==> src/hdl/zrle_pkg.sv <==
`default_nettype none
// ----------------------------------------------------------------------------
// zrle_pkg
// Shared types and constants of the ZRLE tile stream decoder.
// ----------------------------------------------------------------------------
package zrle_pkg;

   localparam int TILE_SIZE        = 64;
   localparam int PALETTE_DEPTH    = 127;
   localparam int MAX_CPIXEL_BYTES = 4;

   localparam int PAL_AW = 7;

   localparam logic [1:0] CSR_RECT_WIDTH  = 2'd0;
   localparam logic [1:0] CSR_RECT_HEIGHT = 2'd1;
   localparam logic [1:0] CSR_CPIXEL      = 2'd2;

   localparam logic [1:0] ERR_NONE      = 2'd0;
   localparam logic [1:0] ERR_SUBENC    = 2'd1;
   localparam logic [1:0] ERR_OVERFLOW  = 2'd2;
   localparam logic [1:0] ERR_TRUNCATED = 2'd3;

   localparam logic [7:0] SUBENC_RAW       = 8'd0;
   localparam logic [7:0] SUBENC_SOLID     = 8'd1;
   localparam logic [7:0] SUBENC_PACK_MAX  = 8'd16;
   localparam logic [7:0] SUBENC_PLAIN_RLE = 8'h80;
   localparam logic [7:0] SUBENC_PRLE_MIN  = 8'd130;
   localparam logic [7:0] RUN_CONTINUE     = 8'd255;

   typedef enum logic [7:0] {
      PH_SUBENC     = 8'b0000_0001,
      PH_RAW        = 8'b0000_0010,
      PH_SOLID      = 8'b0000_0100,
      PH_PALETTE    = 8'b0000_1000,
      PH_PACKED     = 8'b0001_0000,
      PH_PLAIN_PIX  = 8'b0010_0000,
      PH_RUN_LEN    = 8'b0100_0000,
      PH_PRLE_INDEX = 8'b1000_0000
   } zrle_phase_type;

   typedef struct packed {
      logic [7:0] data_byte;
      logic       stream_end;
   } zrle_req_type;

   typedef struct packed {
      logic [15:0] tile_x;
      logic [15:0] tile_y;
      logic [6:0]  tile_w;
      logic [6:0]  tile_h;
      logic [11:0] run_start;
      logic [12:0] run_len;
      logic [31:0] pixel_value;
      logic        tile_done;
      logic        rect_done;
      logic [1:0]  error_code;
      logic        last_of_byte;
   } zrle_rsp_type;

   typedef struct packed {
      zrle_rsp_type      rsp;
      logic              from_palette;
      logic [PAL_AW-1:0] pal_index;
   } zrle_run_type;

   typedef struct packed {
      logic [15:0] rect_width;
      logic [15:0] rect_height;
      logic [2:0]  bytes_per_cpixel;
   } zrle_cfg_type;

endpackage
`default_nettype wire

==> src/hdl/zrle_out_stage.sv <==
`default_nettype none
// ----------------------------------------------------------------------------
// zrle_out_stage
// Palette lookup stage and output register of the result channel.
// ----------------------------------------------------------------------------
module zrle_out_stage
   import zrle_pkg::*;
(
   input  wire logic          clock,
   input  wire logic          reset,
   input  wire logic          run_valid,
   input  wire zrle_run_type  run,
   output logic               run_ready,
   input  wire logic [31:0]   pal_rd_data,
   output logic               rsp_valid,
   input  wire logic          rsp_stall,
   output zrle_rsp_type       rsp_data
);

   logic         s1_valid_ff;
   zrle_run_type s1_ff;
   logic         out_valid_ff;
   zrle_rsp_type out_ff, out_in;
   logic         move;

   always_comb begin
      move      = !out_valid_ff || !rsp_stall;
      run_ready = !s1_valid_ff || move;
      out_in    = s1_ff.rsp;
      if (s1_ff.from_palette) begin
         out_in.pixel_value = pal_rd_data;
      end
   end

   always_ff @(posedge clock) begin
      if (reset) begin
         s1_valid_ff  <= 1'b0;
         out_valid_ff <= 1'b0;
      end else begin
         if (move) begin
            out_valid_ff <= s1_valid_ff;
         end
         if (run_ready) begin
            s1_valid_ff <= run_valid;
         end
      end
   end

   always_ff @(posedge clock) begin
      if (move && s1_valid_ff) begin
         out_ff <= out_in;
      end
      if (run_ready && run_valid) begin
         s1_ff <= run;
      end
   end

   assign rsp_valid = out_valid_ff;
   assign rsp_data  = out_ff;

   a_s1_held: assert property (@(posedge clock) disable iff (reset)
      (s1_valid_ff && out_valid_ff && rsp_stall) |=> s1_valid_ff)
      else $error("A pending transaction was dropped while the output was stalled.");

endmodule
`default_nettype wire

==> config.mk <==
export PLATFORM = sky130hd
export DESIGN_NAME = zrle_out_stage
export DESIGN_NICKNAME = d
export VERILOG_FILES = /design/src/hdl/zrle_pkg.sv /design/src/hdl/zrle_out_stage.sv
export SDC_FILE = /design/constraint.sdc
export NUM_CORES = 1
export LEC_CHECK = 0
export ABC_AREA = 0
export ABC_CLOCK_PERIOD_IN_PS = 12800
export BUFFER_PORTS_ARGS = -buffer_cell sky130_fd_sc_hd__clkbuf_2
export CAP_MARGIN = 10
export CORE_MARGIN = 4
export CORE_UTILIZATION = 49
export DETAILED_ROUTE_END_ITERATION = 8
export GPL_ROUTABILITY_DRIVEN = 0
export PLACE_DENSITY = 0.8
export SYNTH_ARGS = -nofsm -noshare
export SYNTH_HDL_FRONTEND = slang
export SYNTH_SLANG_ARGS = --single-unit
export TNS_END_PERCENT = 30
==> constraint.sdc <==
create_clock -name clock -period 12.8 [get_ports clock]
set_input_delay 1.28 -clock clock [delete_from_list [all_inputs] [get_ports clock]]
set_output_delay 1.28 -clock clock [all_outputs]
set_load 0.02 [all_outputs]
==> qor.yml, run 1 <==
worst_setup_path:
  r2r-end: "rsp_data[64]$_DFFE_PP_"
  r2r-start: "s1_valid_ff$_SDFFE_PP0P_"
  cp.required_ns: 11.52
  worstPathArrival_ns: 1.73
  crit_end: "run_ready"
  critPathLaunchType: "input port"
  startpoint: "rsp_stall"
  r2r_cells: 3
  worst_setup_path_end_kind: "primary output"
  ff2ff_setup_slack_ns: 10.57
  crit_type: "input port to primary output"
  cp_max_fo: 3
timing:
  max_freq_mhz: 332
  skew_ns: 0.00963
  rsz0062_at_grt: "no"
  min_period_ns: 3.01
  maxSlewHeadroom_pct: 48.2
  report.final.slew_viol_count: 0
  finalSetupViolCount: 0
  finalCritPeriodShare_pct: 23.5
  setup-tns-final_ns: 0
  hold_ws_ns: 0.418
  tightestPinTransition_ns: 0.777
  hold_viol: 0
finish:
  stdcell_area_sq_um: 9450
  fill_cells: 931
  area_growth_pct: 32.4
  mostFrequentLayoutCell: "clkbuf_2"
  drive_above_1_share_pct: 59.2
  finalNetCount: 692
  final_cell_mix: "clkbuf_2 (254), edfxtp_1 (217), mux2_4 (30), clkbuf_16 (23), bufinv_16 (7)"
  num_antenna_cells: 0
detailed_routing:
  dr.pass1.iters: 4
  routed_via_density: 4.73
  vias: 3482
  drtIter0Drc: 175
  wire_per_inst_um: 18.2
  ant_nets: 0
  wl_um: 13400
  drc_errors: 0
job:
  maxCapViolations: 0
logic_synthesis:
  synth_area_leader_cell: "edfxtp_1"
  yosysWarnings: 0
  ys_seq_elements: 219
  synth_top_area_share_pct: 91.3
  synthTopCellsByArea: "edfxtp_1 (91%), mux2_4 (6.3%), buf_12 (0.84%)"
  synth_area_per_cell_sq_um: 27.2
  syn_nets: 414
  netlist_area_sq_um: 7140
  synth.distinct_cells: 12
  yosysSeqAreaShare_pct: 91.9
  syn_inst: 262
global_routing:
  grt_overflow: 0
  grt.total_usage_pct: 16.0
  grt_pass1_wl_um: 20200
  grt_start_max_net_pins: 61
  first_global_vias: 3792
  antenna_found_initial: 1
clock_network:
  clock-sinks: 219
  h-tree-depth: 1
  cts_root_buf: "clkbuf_16"
  clockBufferDepth: 3
  clkLatencyLatePin_ns: 0.48
  cts_buffers: 22
  postCtsSetupBuffers: 0
  cts_resized: 0
  cts_tree: "built"
  cts_hold_buf: 0
  path_clk_slew_ns: 0.06
floorplanning:
  start_util_pct: 50.6
  dieArea_sq_um: 16600
  io_pins: 262
  core_sq_um: 14100
  fp-row-count: 43
  die_width_um: 129
  die_y_um: 129
placement:
  hpwl_um: 9510
  placed_area_sq_um: 8610
  port_buffers: 254
power:
  ir_worst_vdd_mv: 0.155
  powerDensity_nw_per_um2: 175
  p_leak_nw: 3.85
status:
  status: "finished clean"
worst_hold_path:
  hold_path.class: "register to register"
-- cell type report --
| type | instances | area [sq um] | share of cell area, % |
|---|---|---|---|
| Sequential cell | 219 | 6560 | 69.4 |
| Timing Repair Buffer | 258 | 1300 | 13.8 |
| Clock buffer | 23 | 576 | 6.09 |
| Multi-Input combinational cell | 38 | 519 | 5.49 |
| Clock inverter | 17 | 269 | 2.85 |
| Tap cell | 180 | 225 | 2.38 |
| Inverter | 1 | 3.75 | 0.0397 |
-- how the worst min path moves through the flow --
stage | from | to | slack [ns] | cells after the start
6_report | out_in[91]$_DFFE_PP_ | rsp_data[91]$_DFFE_PP_ | 0.42 | 0
5_1_grt | out_in[77]$_DFFE_PP_ | rsp_data[77]$_DFFE_PP_ | 0.42 | 0
4_1_cts | out_in[60]$_DFFE_PP_ | rsp_data[60]$_DFFE_PP_ | 0.42 | 0
3_5_place_dp | out_in[95]$_DFFE_PP_ | rsp_data[95]$_DFFE_PP_ | 0.41 | 0
3_3_place_gp | out_in[3]$_DFFE_PP_ | rsp_data[3]$_DFFE_PP_ | 0.40 | 0
2_1_floorplan | out_in[0]$_DFFE_PP_ | rsp_data[0]$_DFFE_PP_ | 0.40 | 0
-- cells in the mapped netlist --
library cell / count
edfxtp_1: 217
mux2_4: 30
buf_12: 3
a21oi_1: 2
dfxtp_1: 2
mux2_2: 2
a21boi_0: 1
and2_1: 1
buf_6: 1
inv_1: 1
nand3_1: 1
nor2_1: 1
-- sequential cells by signal (all words and copies together), names as in the netlist --
signal,cells
s1_ff,33
rsp_data,108
s1_valid_ff,1
out_in,76
rsp_valid,1
-- per-stage QoR --
step | setup slack, ns | power (W) | std cells | utilization [%]
3_3_place_gp | 9.56 | 0.000947 | 696 | 61.1
5_1_grt | 9.76 | 0.00172 | 736 | 67.0
4_1_cts | 9.79 | 0.00168 | 736 | 67.0
6_report | 9.79 | 0.00166 | 736 | 67.0
3_5_place_dp | 9.48 | 0.000953 | 696 | 61.1
2_1_floorplan | 2.96 | 0.000913 | 262 | -
-- worst max-delay path, cell delays in order --
cell      delay [ns]
clkbuf_2        0.14
nand3_1         0.13
clkbuf_2        0.19
-- power breakdown --
group,internal (W),leakage (nW),total (W),switching (W)
logic,0.0000384,1.35,0.0000919,0.0000535
clock network,0.000469,0.408,0.000722,0.000253
registers,0.000834,2.09,0.000844,0.0000102
-- metal layers --
metal  share of wire [%]  wire, um  global-route usage [%]  vias up
met2                  52      6980                    28.0      175
li1                    -         -                       -     1616
met4                 1.8       239                    4.57        2
met5                0.14        19                       0        -
met1                  35      4670                    18.2     1661
met3                  11      1460                    6.35       28
-- cell families (layout without fill, tap and decap cells) --
family | Yosys count | after routing | share of synthesized area (%)
DFF | 219 | 219 | 91.9
muxes | 32 | 32 | 6.63
buffers and inverters | 5 | 299 | 1.05
AOI/OAI and AO/OA | 3 | 3 | 0.245
and+or+nand+nor | 3 | 3 | 0.210
(Power assumes the default switching activity.)
==> inputs of run 2 (changes only) <==
--- a/config.mk
+++ b/config.mk
@@ -6,7 +6,7 @@
 export NUM_CORES = 1
 export LEC_CHECK = 0
 export ABC_AREA = 0
-export ABC_CLOCK_PERIOD_IN_PS = 12800
+export ABC_CLOCK_PERIOD_IN_PS = 2960
 export BUFFER_PORTS_ARGS = -buffer_cell sky130_fd_sc_hd__clkbuf_2
 export CAP_MARGIN = 10
 export CORE_MARGIN = 4
==> constraint.sdc (replaced) <==
create_clock -name clock -period 2.96 [get_ports clock]
set_input_delay 0.296 -clock clock [delete_from_list [all_inputs] [get_ports clock]]
set_output_delay 0.296 -clock clock [all_outputs]
set_load 0.02 [all_outputs]
==> qor.yml, run 2 (synthesis gave the netlist of run 1 again) <==
status:
  status: "finished clean"
global_routing:
  grt_pass1_wl_um: 24400  # +21%
  use_met3_pct: 6.72  # +0.37 points
  grt_use_met1_pct: 21.9  # +3.8 points
  antenna_found_initial: 0  # -1
  grt_start_max_net_pins: 109  # +79%
  grt.total_usage_pct: 19.3  # +3.3 points
  grt_busiest_layer: "met2"
  use_met2_pct: 34.3  # +6.3 points
  first_global_vias: 4476  # +18%
  grt_overflow: 0  # unchanged
detailed_routing:
  vias: 4081  # +17%
  wl_um: 16400  # +22%
  wire_per_inst_um: 19.3  # +6.5%
  drtIter0Drc: 234  # +34%
  drc_errors: 0  # unchanged
  ant_nets: 0  # unchanged
  routed_via_density: 4.82  # +2.0%
  dr.pass1.iters: 4  # unchanged
worst_setup_path:
  critical_path.slowest_cell: "and2_4"
  worstPathArrival_ns: 1.99  # +0.26 ns
  critPathLaunchType: "register"
  crit_chain: "nand3_1 > and2_4 > buf_4"
  crit_type: "register to register"
  worst_setup_path_end_kind: "register"
  cp.required_ns: 3.11  # -8.41 ns
  worst_path_largest_cell_delay_ns: 0.52  # +0.33 ns
  cp_max_fo: 39  # +36
finish:
  final_core_util_pct: 74.5  # +7.5 points
  mostFrequentLayoutCell: "clkbuf_2"
  fill_cells: 793  # -15%
  final_cell_mix: "clkbuf_2 (254), edfxtp_1 (217), dlygate4sd3_1 (110), mux2_4 (30), clkbuf_16 (22)"
  area_growth_pct: 47.2
  stdcell_area_sq_um: 10500  # +11%
  drive_above_1_share_pct: 48.4  # -11 points
  finalNetCount: 802  # +16%
  largest_reg_flops: 108  # unchanged
floorplanning:
  core_sq_um: 14100  # unchanged
  start_util_pct: 50.6  # unchanged
  die_y_um: 129  # unchanged
  fp-row-count: 43  # unchanged
  die_width_um: 129  # unchanged
  dieArea_sq_um: 16600  # unchanged
  io_pins: 262  # unchanged
timing:
  finalSetupViolCount: 0  # unchanged
  fin_ws_ns: 1.12  # -8.66 ns
  maxSlewHeadroom_pct: 53.2  # +4.9 points
  tightestPinTransition_ns: 0.702  # -0.0741 ns
  rsz0062_at_grt: "no"
  min_period_ns: 1.84
  hold_ws_ns: 0.0337  # -0.384 ns
  hold_viol: 0  # unchanged
  finalCritPeriodShare_pct: 62.1
  max_freq_mhz: 544
  report.final.slew_viol_count: 0  # unchanged
  skew_ns: 0.0209  # +0.0113 ns
placement:
  placed_area_sq_um: 8640  # +0.44%
  hpwl_um: 9390  # -1.2%
  dp_slack_ns: 1.09  # -8.39 ns
  port_buffers: 254  # unchanged
clock_network:
  postCtsSetupBuffers: 0  # unchanged
  clockBufferDepth: 3  # unchanged
  cts_resized: 0  # unchanged
  h-tree-depth: 1  # unchanged
  path_clk_slew_ns: 0.06  # about the same
  cts_buffers: 22  # unchanged
  cts_hold_buf: 110  # +110
  clkLatencyLatePin_ns: 0.50  # +0.02 ns
  clock-sinks: 219  # unchanged
  cts_tree: "built"
  cts_root_buf: "clkbuf_16"
power:
  p_clk_share_pct: 40.9  # -2.7 points
  switching_share_pct: 19.9  # +0.81 points
  p_sw_w: 0.00141  # +350%
  ir_worst_vdd_mv: 0.645  # +320%
  p_int_w: 0.00568  # +320%
  powerDensity_nw_per_um2: 675  # +280%
  p_leak_nw: 4.28  # +11%
  p_seq_share_pct: 51.6  # +0.7 points
  p_comb_share_pct: 7.5  # +2.0 points
worst_hold_path:
  hold_path.class: "input port to register"
job:
  maxCapViolations: 0  # unchanged
-- run 2: cell types whose count changed in the layout (fill, tap and decap cells not counted), sizes merged --
cell | previous run | this run
bufinv | 7 | 5
clkbuf | 277 | 281
clkinvlp | 2 | 0
diode | 0 | 1
dlygate4sd3 | 0 | 110
inv | 2 | 1
-- run 2: power groups by stage --
stage	Sequential [W]	Clock (W)	Combinational, W
3_3_place_gp	0.00371	0	0.000394
4_1_cts	0.00365	0.00294	0.000525
6_report	0.00366	0.00290	0.000531
2_1_floorplan	0.00380	0	0.000125
3_5_place_dp	0.00372	0	0.000406
5_1_grt	0.00367	0.00310	0.000565
-- run 2: final timing paths --
check,from,to,slack (ns),depth (start not counted)
max,rsp_valid$_SDFFE_PP0P_,s1_ff[15]$_DFFE_PP_,1.12,3
min,run_valid,s1_valid_ff$_SDFFE_PP0P_,0.03,3
max reg2reg,rsp_valid$_SDFFE_PP0P_,s1_ff[15]$_DFFE_PP_,1.12,3
min reg2reg,out_in[87]$_DFFE_PP_,rsp_data[87]$_DFFE_PP_,0.42,0
-- run 2: final cells by class --
class / count / area (sq um) / share of cell area [%]
inverter: 1 / 3.75 / 0.0357
sequential: 219 / 6560 / 62.4
timing repair buffer: 368 / 2440 / 23.2
antenna: 1 / 2.50 / 0.0238
tap: 180 / 225 / 2.14
multi-input combinational: 38 / 519 / 4.94
clock inverter: 12 / 191 / 1.82
clock buffer: 27 / 569 / 5.42
-- run 2: layer usage --
metal	vias to the layer above	routed length, um
li1	1836	-
met1	1987	5740
met2	222	8520
met3	36	1670
met4	0	431
met5	-	0
-- run 2: worst max-delay path, delay by kind of cell, from the launching register on --
kind / cells / cell delay [ns]
buffers and inverters: 1 / 0.43
flip-flops: 1 / 0.37
AND/OR/NAND/NOR: 2 / 0.66
-- run 2: through the flow --
stage / power, W / TNS, ns / instances
floorplan: 0.00393 / -81.59 / 262
global placement: 0.00410 / 0 / 696
detailed placement: 0.00412 / 0 / 696
CTS: 0.00712 / 0 / 845
global route: 0.00734 / 0 / 845
finish: 0.00709 / 0 / 846
==> inputs of run 3 (changes only) <==
--- a/config.mk
+++ b/config.mk
@@ -6,7 +6,7 @@
 export NUM_CORES = 1
 export LEC_CHECK = 0
 export ABC_AREA = 0
-export ABC_CLOCK_PERIOD_IN_PS = 2960
+export ABC_CLOCK_PERIOD_IN_PS = 1900
 export BUFFER_PORTS_ARGS = -buffer_cell sky130_fd_sc_hd__clkbuf_2
 export CAP_MARGIN = 10
 export CORE_MARGIN = 4
==> constraint.sdc (replaced) <==
create_clock -name clock -period 1.9 [get_ports clock]
set_input_delay 0.19 -clock clock [delete_from_list [all_inputs] [get_ports clock]]
set_output_delay 0.19 -clock clock [all_outputs]
set_load 0.02 [all_outputs]
==> qor.yml, run 3 (synthesis gave the netlist of run 1 again) <==
status:
  status: "finished clean"
clock_network:
  cts_resized: 0  # unchanged
  cts_hold_buf: 136  # +24%
  clkLatencyLatePin_ns: 0.49  # about the same
  h-tree-depth: 1  # unchanged
  clock-sinks: 219  # unchanged
  path_clk_slew_ns: 0.06  # about the same
  clockBufferDepth: 3  # unchanged
  cts_root_buf: "clkbuf_16"
  cts_buffers: 22  # unchanged
  cts_tree: "built"
  postCtsSetupBuffers: 0  # unchanged
worst_setup_path:
  critPathLaunchType: "register"
  r2r_cells: 3  # unchanged
  cp_max_fo: 3  # -92%
  cp.required_ns: 1.71  # -1.40 ns
  crit_type: "register to primary output"
  ff2ff_setup_slack_ns: 0.55  # -0.57 ns
  r2r-start: "rsp_valid$_SDFFE_PP0P_"
  crit_end: "run_ready"
  worst_setup_path_end_kind: "primary output"
  startpoint: "s1_valid_ff$_SDFFE_PP0P_"
  r2r-end: "s1_ff[15]$_DFFE_PP_"
  worstPathArrival_ns: 1.19  # -0.80 ns
global_routing:
  antenna_found_initial: 4  # +4
  grt.total_usage_pct: 19.9  # +0.63 points
  grt_start_max_net_pins: 56  # -49%
  first_global_vias: 4495  # +0.42%
  grt_pass1_wl_um: 24700  # +1.4%
  grt_overflow: 0  # unchanged
timing:
  rsz0062_at_grt: "no"
  max_freq_mhz: 724
  report.final.slew_viol_count: 0  # unchanged
  finalCritPeriodShare_pct: 72.7
  skew_ns: 0.00896  # -0.0119 ns
  maxSlewHeadroom_pct: 78.7  # +26 points
  finalSetupViolCount: 0  # unchanged
  tightestPinTransition_ns: 0.320  # -0.383 ns
  min_period_ns: 1.38
  hold_viol: 0  # unchanged
  hold_ws_ns: 0.0257  # -0.00806 ns
power:
  ir_worst_vdd_mv: 0.828  # +28%
  powerDensity_nw_per_um2: 1020  # +51%
  p_leak_nw: 4.41  # +2.9%
detailed_routing:
  drtIter0Drc: 199  # -15%
  wl_um: 16900  # +3.5%
  vias: 4133  # +1.3%
  routed_via_density: 4.73  # -2.0%
  ant_nets: 0  # unchanged
  dr.pass1.iters: 4  # unchanged
  drc_errors: 0  # unchanged
  wire_per_inst_um: 19.4  # +0.18%
floorplanning:
  die_width_um: 129  # unchanged
  fp-row-count: 43  # unchanged
  start_util_pct: 50.6  # unchanged
  dieArea_sq_um: 16600  # unchanged
  die_y_um: 129  # unchanged
  core_sq_um: 14100  # unchanged
  io_pins: 262  # unchanged
job:
  maxCapViolations: 0  # unchanged
finish:
  fill_cells: 782  # -1.4%
  drive_above_1_share_pct: 47.7  # -0.73 points
  largest_reg_flops: 108  # unchanged
  final_core_util_pct: 76.6  # +2.1 points
  final_cell_mix: "clkbuf_2 (254), edfxtp_1 (217), dlygate4sd3_1 (136), mux2_4 (30), clkbuf_16 (23)"
  mostFrequentLayoutCell: "clkbuf_2"
  finalNetCount: 829  # +3.4%
  area_growth_pct: 51.4
  stdcell_area_sq_um: 10800  # +2.8%
  multiInputGateArea_sq_um: 519  # unchanged
  seqCellArea_sq_um: 6560  # about the same
  fin_cells: 874  # +3.3%
worst_hold_path:
  hold_path.class: "input port to register"
placement:
  hpwl_um: 9710  # +3.3%
  dpl.cell_count: 697  # +0.14%
  port_buffers: 254  # unchanged
  placed_area_sq_um: 8680  # +0.42%
run 3: cell types whose count changed in the layout (fill, tap and decap cells not counted), moves of 2 or more:
cell	before	now
buf_12	3	5
clkbuf_1	5	2
clkinv_1	4	1
dlygate4sd3_1	110	136
clkinvlp_4	0	2
bufinv_16	5	3
clkbuf_8	0	3
clkinv_2	2	5
run 3: how the worst min path moves through the flow:
stage | from | to | slack (ns) | depth (start not counted)
3_3_place_gp | reset | rsp_valid$_SDFFE_PP0P_ | 0.37 | 2
2_1_floorplan | reset | rsp_valid$_SDFFE_PP0P_ | 0.25 | 1
3_5_place_dp | run[28] | s1_ff[28]$_DFFE_PP_ | 0.37 | 1
5_1_grt | pal_rd_data[2] | rsp_data[7]$_DFFE_PP_ | 0.006 | 2
6_report | pal_rd_data[5] | rsp_data[10]$_DFFE_PP_ | 0.03 | 2
4_1_cts | pal_rd_data[2] | rsp_data[7]$_DFFE_PP_ | 0.0003 | 2
run 3: worst max-delay path: stages (launching register included):
cell and delay (ns):
dfxtp_1 0.36, nand3_1 0.15, clkbuf_2 0.19
run 3: area by class of cell:
type                            instances  share of cell area [%]
Sequential cell                       219                    60.7
Clock buffer                           28                    5.78
Timing Repair Buffer                  395                    25.3
Tap cell                              180                    2.08
Multi-Input combinational cell         38                    4.81
Clock inverter                         11                    1.24
Inverter                                1                  0.0347
Antenna cell                            2                  0.0463
run 3: stage by stage:
step	TNS (ns)	power (W)	setup slack [ns]
5_1_grt	0	0.0114	0.459
6_report	0	0.0110	0.519
4_1_cts	0	0.0111	0.545
3_3_place_gp	0	0.00640	0.631
2_1_floorplan	-135.89	0.00611	-0.709
3_5_place_dp	0	0.00644	0.603
run 3: report_power, final:
| part | internal (W) | switching (W) |
|---|---|---|
| clock network | 0.00273 | 0.00173 |
| registers | 0.00561 | 0.0000755 |
| logic | 0.000458 | 0.000430 |
| total | 0.00880 | 0.00223 |
run 3: metal layers:
layer / track usage (%) / share of wire (%) / vias to the layer above
met2: 37.2 / 54 / 192
met5: 0 / 0.12 / -
met1: 21.5 / 35 / 2013
met4: 6.36 / 2.6 / 4
met3: 6.14 / 8.5 / 39
li1: - / - / 1885
