==> src/hdl/zrle_pkg.sv <==
`default_nettype none
// ----------------------------------------------------------------------------
// zrle_pkg
// Shared types and constants of the ZRLE tile stream decoder.
// ----------------------------------------------------------------------------
package zrle_pkg;

   localparam int TILE_SIZE        = 64;
   localparam int PALETTE_DEPTH    = 127;
   localparam int MAX_CPIXEL_BYTES = 4;

   localparam int PAL_AW = 7;

   localparam logic [1:0] CSR_RECT_WIDTH  = 2'd0;
   localparam logic [1:0] CSR_RECT_HEIGHT = 2'd1;
   localparam logic [1:0] CSR_CPIXEL      = 2'd2;

   localparam logic [1:0] ERR_NONE      = 2'd0;
   localparam logic [1:0] ERR_SUBENC    = 2'd1;
   localparam logic [1:0] ERR_OVERFLOW  = 2'd2;
   localparam logic [1:0] ERR_TRUNCATED = 2'd3;

   localparam logic [7:0] SUBENC_RAW       = 8'd0;
   localparam logic [7:0] SUBENC_SOLID     = 8'd1;
   localparam logic [7:0] SUBENC_PACK_MAX  = 8'd16;
   localparam logic [7:0] SUBENC_PLAIN_RLE = 8'h80;
   localparam logic [7:0] SUBENC_PRLE_MIN  = 8'd130;
   localparam logic [7:0] RUN_CONTINUE     = 8'd255;

   typedef enum logic [7:0] {
      PH_SUBENC     = 8'b0000_0001,
      PH_RAW        = 8'b0000_0010,
      PH_SOLID      = 8'b0000_0100,
      PH_PALETTE    = 8'b0000_1000,
      PH_PACKED     = 8'b0001_0000,
      PH_PLAIN_PIX  = 8'b0010_0000,
      PH_RUN_LEN    = 8'b0100_0000,
      PH_PRLE_INDEX = 8'b1000_0000
   } zrle_phase_type;

   typedef struct packed {
      logic [7:0] data_byte;
      logic       stream_end;
   } zrle_req_type;

   typedef struct packed {
      logic [15:0] tile_x;
      logic [15:0] tile_y;
      logic [6:0]  tile_w;
      logic [6:0]  tile_h;
      logic [11:0] run_start;
      logic [12:0] run_len;
      logic [31:0] pixel_value;
      logic        tile_done;
      logic        rect_done;
      logic [1:0]  error_code;
      logic        last_of_byte;
   } zrle_rsp_type;

   typedef struct packed {
      zrle_rsp_type      rsp;
      logic              from_palette;
      logic [PAL_AW-1:0] pal_index;
   } zrle_run_type;

   typedef struct packed {
      logic [15:0] rect_width;
      logic [15:0] rect_height;
      logic [2:0]  bytes_per_cpixel;
   } zrle_cfg_type;

endpackage
`default_nettype wire

==> src/hdl/zrle_parser.sv <==
`default_nettype none
// ----------------------------------------------------------------------------
// zrle_parser
// Byte parser and tile walker: at most one decoded run per cycle while run_ready is high, palette access.
// ----------------------------------------------------------------------------
module zrle_parser
   import zrle_pkg::*;
(
   input  wire logic              clock,
   input  wire logic              reset,
   input  wire zrle_cfg_type      cfg,
   input  wire logic              req_valid,
   output logic                   req_stall,
   input  wire zrle_req_type      req_data,
   input  wire logic              run_ready,
   output logic                   run_valid,
   output zrle_run_type           run,
   output logic                   pal_wr_en,
   output logic [PAL_AW-1:0]      pal_wr_addr,
   output logic [31:0]            pal_wr_data
);

   zrle_phase_type phase_ff, phase_in;
   logic [7:0]  sub_ff, sub_in;
   logic [6:0]  fill_ff, fill_in;
   logic [31:0] pix_ff, pix_in;
   logic [1:0]  pbc_ff, pbc_in;
   logic [15:0] tx_ff, tx_in;
   logic [15:0] ty_ff, ty_in;
   logic [12:0] off_ff, off_in;
   logic [16:0] acc_ff, acc_in;
   logic [6:0]  col_ff, col_in;
   logic        fin_ff, fin_in;
   logic [2:0]  q_ff, q_in;
   logic [6:0]  idx_ff, idx_in;

   logic        fire, act, act_after, byte_done;
   logic [15:0] rem_w, rem_h;
   logic [6:0]  tw, th;
   logic [12:0] area, remain;
   logic [2:0]  cpb, pcount;
   logic [31:0] pbase, pnew;
   logic        pdone;
   logic [7:0]  byte_v;
   logic [17:0] acc_sum;
   logic [16:0] acc_sat;
   logic [2:0]  pk_bits, pk_last;
   logic [7:0]  pk_mask;
   logic [3:0]  pk_shamt;
   logic [6:0]  pk_idx;
   logic [7:0]  col_next;
   logic [7:0]  fill_next;
   logic        req_run;
   logic [17:0] req_len;
   logic        req_pal;
   logic [6:0]  req_idx;
   logic [31:0] req_val;
   logic        ovf, ends;
   logic [16:0] nx, ny;

   function automatic logic [6:0] pal_clamp(input logic [6:0] idx, input logic [7:0] sub);
      pal_clamp = (idx >= sub[6:0]) ? 7'd0 : idx;
   endfunction

   always_comb begin
      byte_v = req_data.data_byte;
      fire   = req_valid && run_ready;
      act    = !fin_ff && (tx_ff < cfg.rect_width) && (ty_ff < cfg.rect_height);
      rem_w  = (cfg.rect_width > tx_ff) ? cfg.rect_width - tx_ff : 16'd0;
      rem_h  = (cfg.rect_height > ty_ff) ? cfg.rect_height - ty_ff : 16'd0;
      tw     = (rem_w >= 16'(TILE_SIZE)) ? 7'(TILE_SIZE) : rem_w[6:0];
      th     = (rem_h >= 16'(TILE_SIZE)) ? 7'(TILE_SIZE) : rem_h[6:0];
      area   = 13'({6'd0, tw} * {6'd0, th});
      remain = (area > off_ff) ? area - off_ff : 13'd0;
      if (cfg.bytes_per_cpixel == 3'd0) begin
         cpb = 3'd1;
      end else if (cfg.bytes_per_cpixel > 3'(MAX_CPIXEL_BYTES)) begin
         cpb = 3'(MAX_CPIXEL_BYTES);
      end else begin
         cpb = cfg.bytes_per_cpixel;
      end
      pbase  = (pbc_ff == 2'd0) ? 32'd0 : pix_ff;
      pnew   = pbase | ({24'd0, byte_v} << {pbc_ff, 3'b000});
      pcount = {1'b0, pbc_ff} + 3'd1;
      pdone  = pcount >= cpb;
      acc_sum = {1'b0, acc_ff} + {10'd0, byte_v};
      acc_sat = acc_sum[17] ? 17'h1FFFF : acc_sum[16:0];
      fill_next = {1'b0, fill_ff} + 8'd1;
      col_next  = {1'b0, col_ff} + 8'd1;

      if (sub_ff > 8'd4) begin
         pk_bits = 3'd4;
         pk_mask = 8'h0F;
         pk_last = 3'd1;
      end else if (sub_ff > 8'd2) begin
         pk_bits = 3'd2;
         pk_mask = 8'h03;
         pk_last = 3'd3;
      end else begin
         pk_bits = 3'd1;
         pk_mask = 8'h01;
         pk_last = 3'd7;
      end
      pk_shamt = 4'd8 - 4'({1'b0, pk_bits} * ({1'b0, q_ff} + 4'd1));
      pk_idx   = pal_clamp({3'd0, 4'((byte_v >> pk_shamt) & pk_mask)}, sub_ff);

      phase_in = phase_ff;
      sub_in   = sub_ff;
      fill_in  = fill_ff;
      pix_in   = pix_ff;
      pbc_in   = pbc_ff;
      tx_in    = tx_ff;
      ty_in    = ty_ff;
      off_in   = off_ff;
      acc_in   = acc_ff;
      col_in   = col_ff;
      fin_in   = fin_ff;
      idx_in   = idx_ff;
      byte_done = 1'b1;
      req_run  = 1'b0;
      req_len  = 18'd1;
      req_pal  = 1'b0;
      req_idx  = 7'd0;
      req_val  = pix_ff;
      pal_wr_en   = 1'b0;
      pal_wr_addr = fill_ff;
      pal_wr_data = pnew;

      run_valid = 1'b0;
      run.rsp.tile_x       = tx_ff;
      run.rsp.tile_y       = ty_ff;
      run.rsp.tile_w       = tw;
      run.rsp.tile_h       = th;
      run.rsp.run_start    = off_ff[11:0];
      run.rsp.run_len      = 13'd0;
      run.rsp.pixel_value  = 32'd0;
      run.rsp.tile_done    = 1'b0;
      run.rsp.rect_done    = 1'b0;
      run.rsp.error_code   = ERR_NONE;
      run.rsp.last_of_byte = 1'b0;
      run.from_palette     = 1'b0;
      run.pal_index        = 7'd0;

      if (act) begin
         case (phase_ff)
            PH_RAW: begin
               pix_in = pnew;
               pbc_in = pdone ? 2'd0 : pcount[1:0];
               req_run = pdone;
               req_val = pnew;
            end
            PH_SOLID: begin
               pix_in = pnew;
               pbc_in = pdone ? 2'd0 : pcount[1:0];
               req_run = pdone;
               req_len = {5'd0, area};
               req_val = pnew;
            end
            PH_PALETTE: begin
               pix_in = pnew;
               pbc_in = pdone ? 2'd0 : pcount[1:0];
               if (pdone) begin
                  pal_wr_en = fire && (fill_ff < 7'(PALETTE_DEPTH));
                  fill_in   = fill_next[6:0];
                  if (fill_next >= {1'b0, sub_ff[6:0]}) begin
                     phase_in = (sub_ff <= SUBENC_PACK_MAX) ? PH_PACKED : PH_PRLE_INDEX;
                  end
               end
            end
            PH_PACKED: begin
               if ({1'b0, col_ff} >= {1'b0, tw}) begin
                  col_in = 7'd0;
               end else begin
                  req_run = 1'b1;
                  req_pal = 1'b1;
                  req_idx = pk_idx;
                  col_in  = col_next[6:0];
                  if (col_next >= {1'b0, tw}) begin
                     col_in = 7'd0;
                  end else if (q_ff != pk_last) begin
                     byte_done = 1'b0;
                  end
               end
            end
            PH_PLAIN_PIX: begin
               pix_in = pnew;
               pbc_in = pdone ? 2'd0 : pcount[1:0];
               if (pdone) begin
                  acc_in   = 17'd0;
                  phase_in = PH_RUN_LEN;
               end
            end
            PH_RUN_LEN: begin
               acc_in = acc_sat;
               if (byte_v != RUN_CONTINUE) begin
                  phase_in = (sub_ff == SUBENC_PLAIN_RLE) ? PH_PLAIN_PIX : PH_PRLE_INDEX;
                  req_run  = 1'b1;
                  req_len  = {1'b0, acc_sat} + 18'd1;
                  req_pal  = sub_ff != SUBENC_PLAIN_RLE;
                  req_idx  = idx_ff;
               end
            end
            PH_PRLE_INDEX: begin
               if (byte_v[7]) begin
                  idx_in   = pal_clamp(byte_v[6:0], sub_ff);
                  acc_in   = 17'd0;
                  phase_in = PH_RUN_LEN;
               end else begin
                  req_run = 1'b1;
                  req_pal = 1'b1;
                  req_idx = pal_clamp(byte_v[6:0], sub_ff);
               end
            end
            default: begin
               sub_in  = byte_v;
               pbc_in  = 2'd0;
               fill_in = 7'd0;
               off_in  = 13'd0;
               col_in  = 7'd0;
               if (byte_v == SUBENC_RAW) begin
                  phase_in = PH_RAW;
               end else if (byte_v == SUBENC_SOLID) begin
                  phase_in = PH_SOLID;
               end else if (byte_v <= SUBENC_PACK_MAX || byte_v >= SUBENC_PRLE_MIN) begin
                  phase_in = PH_PALETTE;
               end else if (byte_v == SUBENC_PLAIN_RLE) begin
                  phase_in = PH_PLAIN_PIX;
               end else begin
                  phase_in = PH_SUBENC;
                  fin_in   = 1'b1;
                  run_valid = 1'b1;
                  run.rsp.run_start  = 12'd0;
                  run.rsp.error_code = ERR_SUBENC;
               end
            end
         endcase
      end

      ovf  = req_len > {5'd0, remain};
      ends = ({5'd0, off_ff} + req_len) == {5'd0, area};
      nx   = {1'b0, tx_ff} + 17'(TILE_SIZE);
      ny   = {1'b0, ty_ff} + 17'(TILE_SIZE);
      if (req_run) begin
         run_valid = 1'b1;
         if (ovf) begin
            run.rsp.error_code = ERR_OVERFLOW;
            fin_in    = 1'b1;
            byte_done = 1'b1;
         end else begin
            run.rsp.run_len     = req_len[12:0];
            run.rsp.pixel_value = req_val;
            run.from_palette    = req_pal;
            run.pal_index       = req_idx;
            if (!ends) begin
               off_in = off_ff + req_len[12:0];
            end else begin
               byte_done = 1'b1;
               run.rsp.tile_done = 1'b1;
               if (nx < {1'b0, cfg.rect_width}) begin
                  tx_in = nx[15:0];
               end else if (ny < {1'b0, cfg.rect_height}) begin
                  tx_in = 16'd0;
                  ty_in = ny[15:0];
               end else begin
                  run.rsp.rect_done = 1'b1;
                  fin_in = 1'b1;
               end
               off_in   = 13'd0;
               col_in   = 7'd0;
               phase_in = PH_SUBENC;
            end
         end
      end

      act_after = !fin_in && (tx_in < cfg.rect_width) && (ty_in < cfg.rect_height);
      if (byte_done && req_data.stream_end) begin
         if (act && act_after) begin
            if (!run_valid) begin
               run_valid = 1'b1;
               run.rsp.run_start = off_in[11:0];
            end
            run.rsp.error_code = ERR_TRUNCATED;
         end
         phase_in = PH_SUBENC;
         sub_in   = 8'd0;
         fill_in  = 7'd0;
         pix_in   = 32'd0;
         pbc_in   = 2'd0;
         tx_in    = 16'd0;
         ty_in    = 16'd0;
         off_in   = 13'd0;
         acc_in   = 17'd0;
         col_in   = 7'd0;
         fin_in   = 1'b0;
      end
      run.rsp.last_of_byte = byte_done;
      q_in = byte_done ? 3'd0 : q_ff + 3'd1;
      run_valid = run_valid && fire;
      req_stall = !(run_ready && byte_done);
   end

   always_ff @(posedge clock) begin
      if (reset) begin
         phase_ff <= PH_SUBENC;
         sub_ff   <= 8'd0;
         fill_ff  <= 7'd0;
         pix_ff   <= 32'd0;
         pbc_ff   <= 2'd0;
         tx_ff    <= 16'd0;
         ty_ff    <= 16'd0;
         off_ff   <= 13'd0;
         acc_ff   <= 17'd0;
         col_ff   <= 7'd0;
         fin_ff   <= 1'b0;
         q_ff     <= 3'd0;
         idx_ff   <= 7'd0;
      end else if (fire) begin
         phase_ff <= phase_in;
         sub_ff   <= sub_in;
         fill_ff  <= fill_in;
         pix_ff   <= pix_in;
         pbc_ff   <= pbc_in;
         tx_ff    <= tx_in;
         ty_ff    <= ty_in;
         off_ff   <= off_in;
         acc_ff   <= acc_in;
         col_ff   <= col_in;
         fin_ff   <= fin_in;
         q_ff     <= q_in;
         idx_ff   <= idx_in;
      end
   end

   a_q_only_packed: assert property (@(posedge clock) disable iff (reset)
      (q_ff != 3'd0) |-> (phase_ff == PH_PACKED))
      else $error("Packed index counter is active outside packed phase.");

   a_no_run_when_finished: assert property (@(posedge clock) disable iff (reset)
      run_valid |-> !fin_ff)
      else $error("A transaction was produced after decoding stopped.");

   a_offset_in_tile: assert property (@(posedge clock) disable iff (reset)
      off_ff <= 13'(TILE_SIZE * TILE_SIZE))
      else $error("Tile pixel offset is beyond the tile area.");

endmodule
`default_nettype wire

==> config.mk <==
export PLATFORM = sky130hd
export DESIGN_NAME = zrle_parser
export DESIGN_NICKNAME = d
export VERILOG_FILES = /design/src/hdl/zrle_pkg.sv /design/src/hdl/zrle_parser.sv
export SDC_FILE = /design/constraint.sdc
export NUM_CORES = 1
export LEC_CHECK = 0
export ABC_AREA = 1
export BUFFER_PORTS_ARGS = -buffer_cell sky130_fd_sc_hd__buf_2
export CAP_MARGIN = 20
export CORE_UTILIZATION = 35
export DETAILED_ROUTE_END_ITERATION = 16
export GPL_TIMING_DRIVEN = 0
export HOLD_SLACK_MARGIN = 0.08
export PLACE_DENSITY = 0.59
export SYNTH_ARGS = -nofsm -noshare
export SYNTH_HDL_FRONTEND = slang
export SYNTH_SLANG_ARGS = --single-unit
==> constraint.sdc <==
create_clock -name clock -period 19.05 [get_ports clock]
set_input_delay 1.905 -clock clock [delete_from_list [all_inputs] [get_ports clock]]
set_output_delay 1.905 -clock clock [all_outputs]
set_load 0.005 [all_outputs]
==> results of run 1 <==
## through the flow
step,total power (W),area (sq um),util
2_1_floorplan,0.000441,17800,-
3_3_place_gp,0.000512,19700,0.392
3_5_place_dp,0.000512,19700,0.392
4_1_cts,0.000871,20300,0.404
5_1_grt,0.000911,20300,0.404
6_report,0.000865,20300,0.404
## cells in the final DEF (no fill, tap or decap), types with 16 or more instances in the layout
| master | count |
|---|---|
| a211oi_1 | 23 |
| a211oi_2 | 28 |
| a21oi_1 | 233 |
| a31oi_1 | 16 |
| buf_2 | 214 |
| clkbuf_1 | 63 |
| clkbuf_16 | 17 |
| dfxtp_1 | 131 |
| fa_1 | 29 |
| ha_1 | 202 |
| inv_1 | 496 |
| nand2_1 | 719 |
| nand3_1 | 190 |
| nand3b_1 | 17 |
| nand4_1 | 50 |
| nor2_1 | 266 |
| nor3_1 | 36 |
| nor4_1 | 19 |
| o21ai_0 | 112 |
| o22ai_1 | 48 |
| xor2_1 | 49 |
## cell type report
type | count | area [sq um] | area share
multi-input cells | 2184 | 12800 | 0.631
flip-flops and latches | 131 | 2620 | 0.129
inverters | 513 | 1930 | 0.0952
repair buffers | 199 | 996 | 0.0492
well taps | 672 | 841 | 0.0415
plain buffers | 100 | 489 | 0.0241
clock buffers | 20 | 457 | 0.0225
clock inverters | 12 | 143 | 0.00704
## power groups by stage
stage	Sequential, W	Clock (W)	Combinational, W
after floorplan	0.000291	0	0.000150
after global placement	0.000293	0	0.000218
after detailed placement	0.000293	0	0.000219
after CTS	0.000287	0.000364	0.000220
after global routing	0.000288	0.000373	0.000250
final	0.000287	0.000356	0.000222
## what timing repair did
action                                  4_1_cts  5_1_grt
endpoints found under the setup margin        0       15
hold endpoints to repair                      0        0
gates resized for setup                       0        3
## worst max-delay path: cells and delay by family
kind                     cells  cell delay, ns
XOR/XNOR                     2            0.80
AND/OR/NAND/NOR             34            4.63
AO/OA/AOI/OAI               18            2.95
adder cells (fa/ha/maj)     10            3.94
buffers and inverters       13            1.63
## worst min-delay path by stage
stage	end	slack, ns	depth (start not counted)
after floorplan	fin_ff	0.45	2
after global placement	fin_ff	0.45	2
after detailed placement	fin_ff	0.46	2
after CTS	fin_ff	0.47	2
after global routing	fin_ff	0.49	2
final	fin_ff	0.47	2
## state kept, by name, indices dropped and copies added (netlist names), 8 cells and up
name      cells
sub_ff        8
acc_ff       17
pix_ff       32
tx_ff        16
ty_ff        10
phase_ff      8
off_ff       13
## metal layers
layer  routed length, um  vias up
met5                  13        -
met4                1500        2
met3                4160       94
met2               28100      624
met1               29300     8900
li1                    -     9996
## cell families (layout without fill, tap and decap cells)
family	Yosys count	count (layout)
DFF	131	131
other	2	8
xor gates and xnor gates	60	60
and+or+nand+nor	1357	1357
AOI/OAI and AO/OA	528	528
buffers and inverters	613	844
adders and majority gates	231	231
==> impl_metrics.ini, run 1 <==
[outcome]
outcome = finished clean

[logic_synthesis]
synth_mux_area_frac = 0
synth_top_family_by_area = simple AND/OR/NAND/NOR gates
yosys.area_share.xor_xnor = 0.0295
synth-simple-area-share = 0.332
yosys_warnings = 0
synth-edff-count = 0
synth.distinct_cells = 63
synth_flop_cell = dfxtp_1
synth_most_common_cell = nand2_1
ys_seq_area_frac = 0.147
synth_compound_area_frac = 0.181
yosys-top-cells-area = nand2_1 (15%), dfxtp_1 (15%), ha_1 (14%)
synth_top_area_frac = 0.152
synth_fa_ha_area_frac = 0.175
synthCells = 2922
syn_area_sq_mm = 0.0178
synth_area_leader_cell = nand2_1
ys_ff_latch = 131
synth_common_cells = nand2_1 (719), inv_1 (496), nor2_1 (266), a21oi_1 (233), ha_1 (202)
ys_async_sr_fraction = 0
syn_area_per_cell_sq_um = 6.09

[sta]
tightest_slew_ns = 1.06
final_max_slew_viol_count = 0
fin_crit_sh = 0.933
hold_viol_final = 0
final.setup.tns_ns = 0
skew_ns = 0.0121
worst_slack_ns = 1.27
hold_slack_ns = 0.467
clock.fmax_mhz = 56.3
rsz0062_at_grt = no
fin_crit_ns = 17.78
slew_headroom = 0.291
setup_viol = 0

[setup_path]
worstSetupStartpointType = input pin
worstPathMaxFanout = 10
r2r-start = ty_ff[6]
crit_type = in2out
ff2ff_path_depth = 63
end_kind = output pin
r2r_setup_slack_ns = 6.53
slowest_stage = nor2_1
slowest_delay_ns = 0.63
r2r-end = tx_ff[2]
startpoint = cfg[19]
arrival_ns = 15.87
crit_path_frequent_cell = nand2_1
worstPathRequired_ns = 17.14
crit_end = run[59]

[global_routing]
grt_max_degree = 17
grt_pass1_wl_mm = 98.9
met3_usage = 0.0457
grt-ovfl-total = 0
grt_pass1_vias = 18100
antenna_found_initial = 1
gr-usage-met2 = 0.398
grt_usage = 0.246
grt_use_met1 = 0.331
busiest_layer = met2

[clock_tree]
post_cts_buffers = 0
cts_num_sinks = 131
cts_tree = built
postCtsHoldBufs = 0
cts.path.max_buffers = 2
clkSlewWorstSetupHoldPaths_ns = 0.06
clk_latency_ns = 0.48
htreeDepth = 4
cts_root_buf = clkbuf_16
cts-buffers-inserted = 17

[detailed_routing]
drcViolationCount = 0
drt_pass1_iterations = 9
detail_route.wl_per_cell_um = 16.5
drt_iter0_markers = 1701
vias_per_cell = 5.12
dr_total_vias = 19600
wl_mm = 63.1
ant_nets = 0

[worst_hold_path]
hp-class = reg2reg
hold_path_startpoint = fin_ff

[die]
fp.dieW_um = 227
start_util = 0.355
design.portCount = 206
core_area_sq_mm = 0.0502
die_area_sq_mm = 0.0517
die_h_um = 227
num_rows = 82

[power_and_ir_drop]
p_leak_nw = 10.4
power_density_mw_per_mm2 = 42.7
combPwrFrac = 0.257
pwr-share-clk = 0.411
p_int_w = 0.000553
seqPwrFrac = 0.332
ir_drop_mv = 0.0659
p_sw_frac = 0.361
switching_power_w = 0.000313

[flow_run]
max_cap_viol_count = 0

[cells_and_area]
nets = 3425
layout-drive-gt1-share = 0.113
diodes = 0
syn_to_final_growth_pct = 13.9
fillCellCount = 5579
final_cells = 3831

[placed_design]
io_buffers = 199
dp.cells = 3799
gp_congestion = 0.947
dp_slack_ns = 1.08
dp_hpwl_mm = 52.3
(Power assumes the default switching activity.)
==> run 2, diff against run 1 <==
- CORE_UTILIZATION: 35 -> 52
- PLACE_DENSITY: 0.59 -> 0.79
- RECOVER_POWER: unset -> 100
==> impl_metrics.ini, run 2 (synthesis gave the netlist of run 1 again) <==
[outcome]
outcome = finished, violations left
violations = max-capacitance violations

[clock_tree]
clk_latency_ns = 0.45
clkSlewWorstSetupHoldPaths_ns = 0.06
cts_num_sinks = 131
postCtsHoldBufs = 0
cts.path.max_buffers = 2
cts-buffers-inserted = 17
cts_tree = built
htreeDepth = 4
cts_root_buf = clkbuf_16

[setup_path]
arrival_ns = 15.94
crit_path_frequent_cell = nand2_1
end_kind = output pin
worstPathMaxFanout = 10
worstSetupStartpointType = input pin
slowest_delay_ns = 0.59
worstPathRequired_ns = 17.14
slowest_stage = nor2_1
crit_type = in2out
ff2ff_path_depth = 65

[die]
fp.dieW_um = 187
die_h_um = 187
num_rows = 67
core_area_sq_mm = 0.0336
design.portCount = 206
die_area_sq_mm = 0.0350
start_util = 0.529

[cells_and_area]
syn_to_final_growth_pct = 10.9
layout-drive-gt1-share = 0.0775
utilization = 0.587
fillCellCount = 3388
largest_reg_flops = 32
layout_common_cells = nand2_1 (721), inv_1 (498), nor2_1 (268)
nets = 3427
largestRegisters = pix_ff (32), acc_ff (17), tx_ff (16)
largest-register = pix_ff
diodes = 0
layout_commonest_cell = nand2_1

[sta]
skew_ns = 0.0227
tightest_slew_ns = 1.48
hold_slack_ns = 0.469
final_max_slew_viol_count = 0
rsz0062_at_grt = no
clock.fmax_mhz = 56.0
slew_headroom = 0.00191
fin_crit_sh = 0.937
hold_viol_final = 0
final.setup.tns_ns = 0
fin_crit_ns = 17.84
worst_slack_ns = 1.21
setup_viol = 0

[detailed_routing]
drt_pass1_iterations = 8
dr_total_vias = 20600
drt_iter0_markers = 1986
wl_mm = 60.5
drcViolationCount = 0
ant_nets = 0
detail_route.wl_per_cell_um = 16.8
vias_per_cell = 5.70

[placed_design]
io_buffers = 199
dp_slack_ns = 1.36
gp_congestion = 1.00
dp_hpwl_mm = 49.0

[worst_hold_path]
hp-class = reg2reg
holdPathStages = 2

[flow_run]
max_cap_viol_count = 1

[power_and_ir_drop]
ir_drop_mv = 0.0564
power_density_mw_per_mm2 = 43.3
p_leak_nw = 10.0

[global_routing]
grt_usage = 0.342
antenna_found_initial = 0
grt_pass1_wl_mm = 97.5
grt-ovfl-total = 0
grt_pass1_vias = 19200
grt_max_degree = 17
run 2: path summary, 6_finish.rpt:
path | startpoint | to | slack [ns]
hold / removal | fin_ff | fin_ff | 0.47
setup reg to reg | ty_ff[6] | pix_ff[24] | 4.47
hold reg to reg | fin_ff | fin_ff | 0.47
setup / recovery | cfg[9] | run[59] | 1.21
run 2: layout make-up:
type                    instances  area (sq um)  area share
multi-input cells            2184         12700       0.642
clock inverters                14           168     0.00850
clock buffers                  18           429      0.0217
inverters                     513          1930      0.0977
plain buffers                 100           450      0.0228
repair buffers                201           908      0.0460
flip-flops and latches        131          2620       0.133
well taps                     448           561      0.0284
run 2: routing by layer:
metal	up-vias	wire length, um	track usage
li1	10000	-	-
met1	9380	26200	0.449
met2	1026	26600	0.553
met3	161	5440	0.0597
met4	0	2190	0.137
met5	-	0	0
run 2: critical path: cells and delay by family:
family / cells / cell delay (ns)
AO/OA/AOI/OAI: 18 / 2.87
XOR/XNOR: 2 / 0.69
adder cells (fa/ha/maj): 9 / 3.66
buffers and inverters: 14 / 1.88
AND/OR/NAND/NOR: 35 / 4.91
run 2: where the power goes:
group	leakage [nW]	switching (W)	internal (W)
Sequential	1.06	0.00000596	0.000281
Combinational	8.68	0.000153	0.0000664
Clock	0.286	0.000151	0.000197
run 2: stage by stage:
step,cells,total power [W],area (sq um)
finish,3609,0.000855,19700
global route,3609,0.000889,19700
CTS,3607,0.000851,20000
detailed placement,3575,0.000509,19400
global placement,3575,0.000504,19400
floorplan,2928,0.000441,17800
run 2: timing repair:
item / 4_1_cts / 5_1_grt
setup endpoints to repair: 0 / 8
buffers inserted: 0 / 0
gates resized for setup: 0 / 1
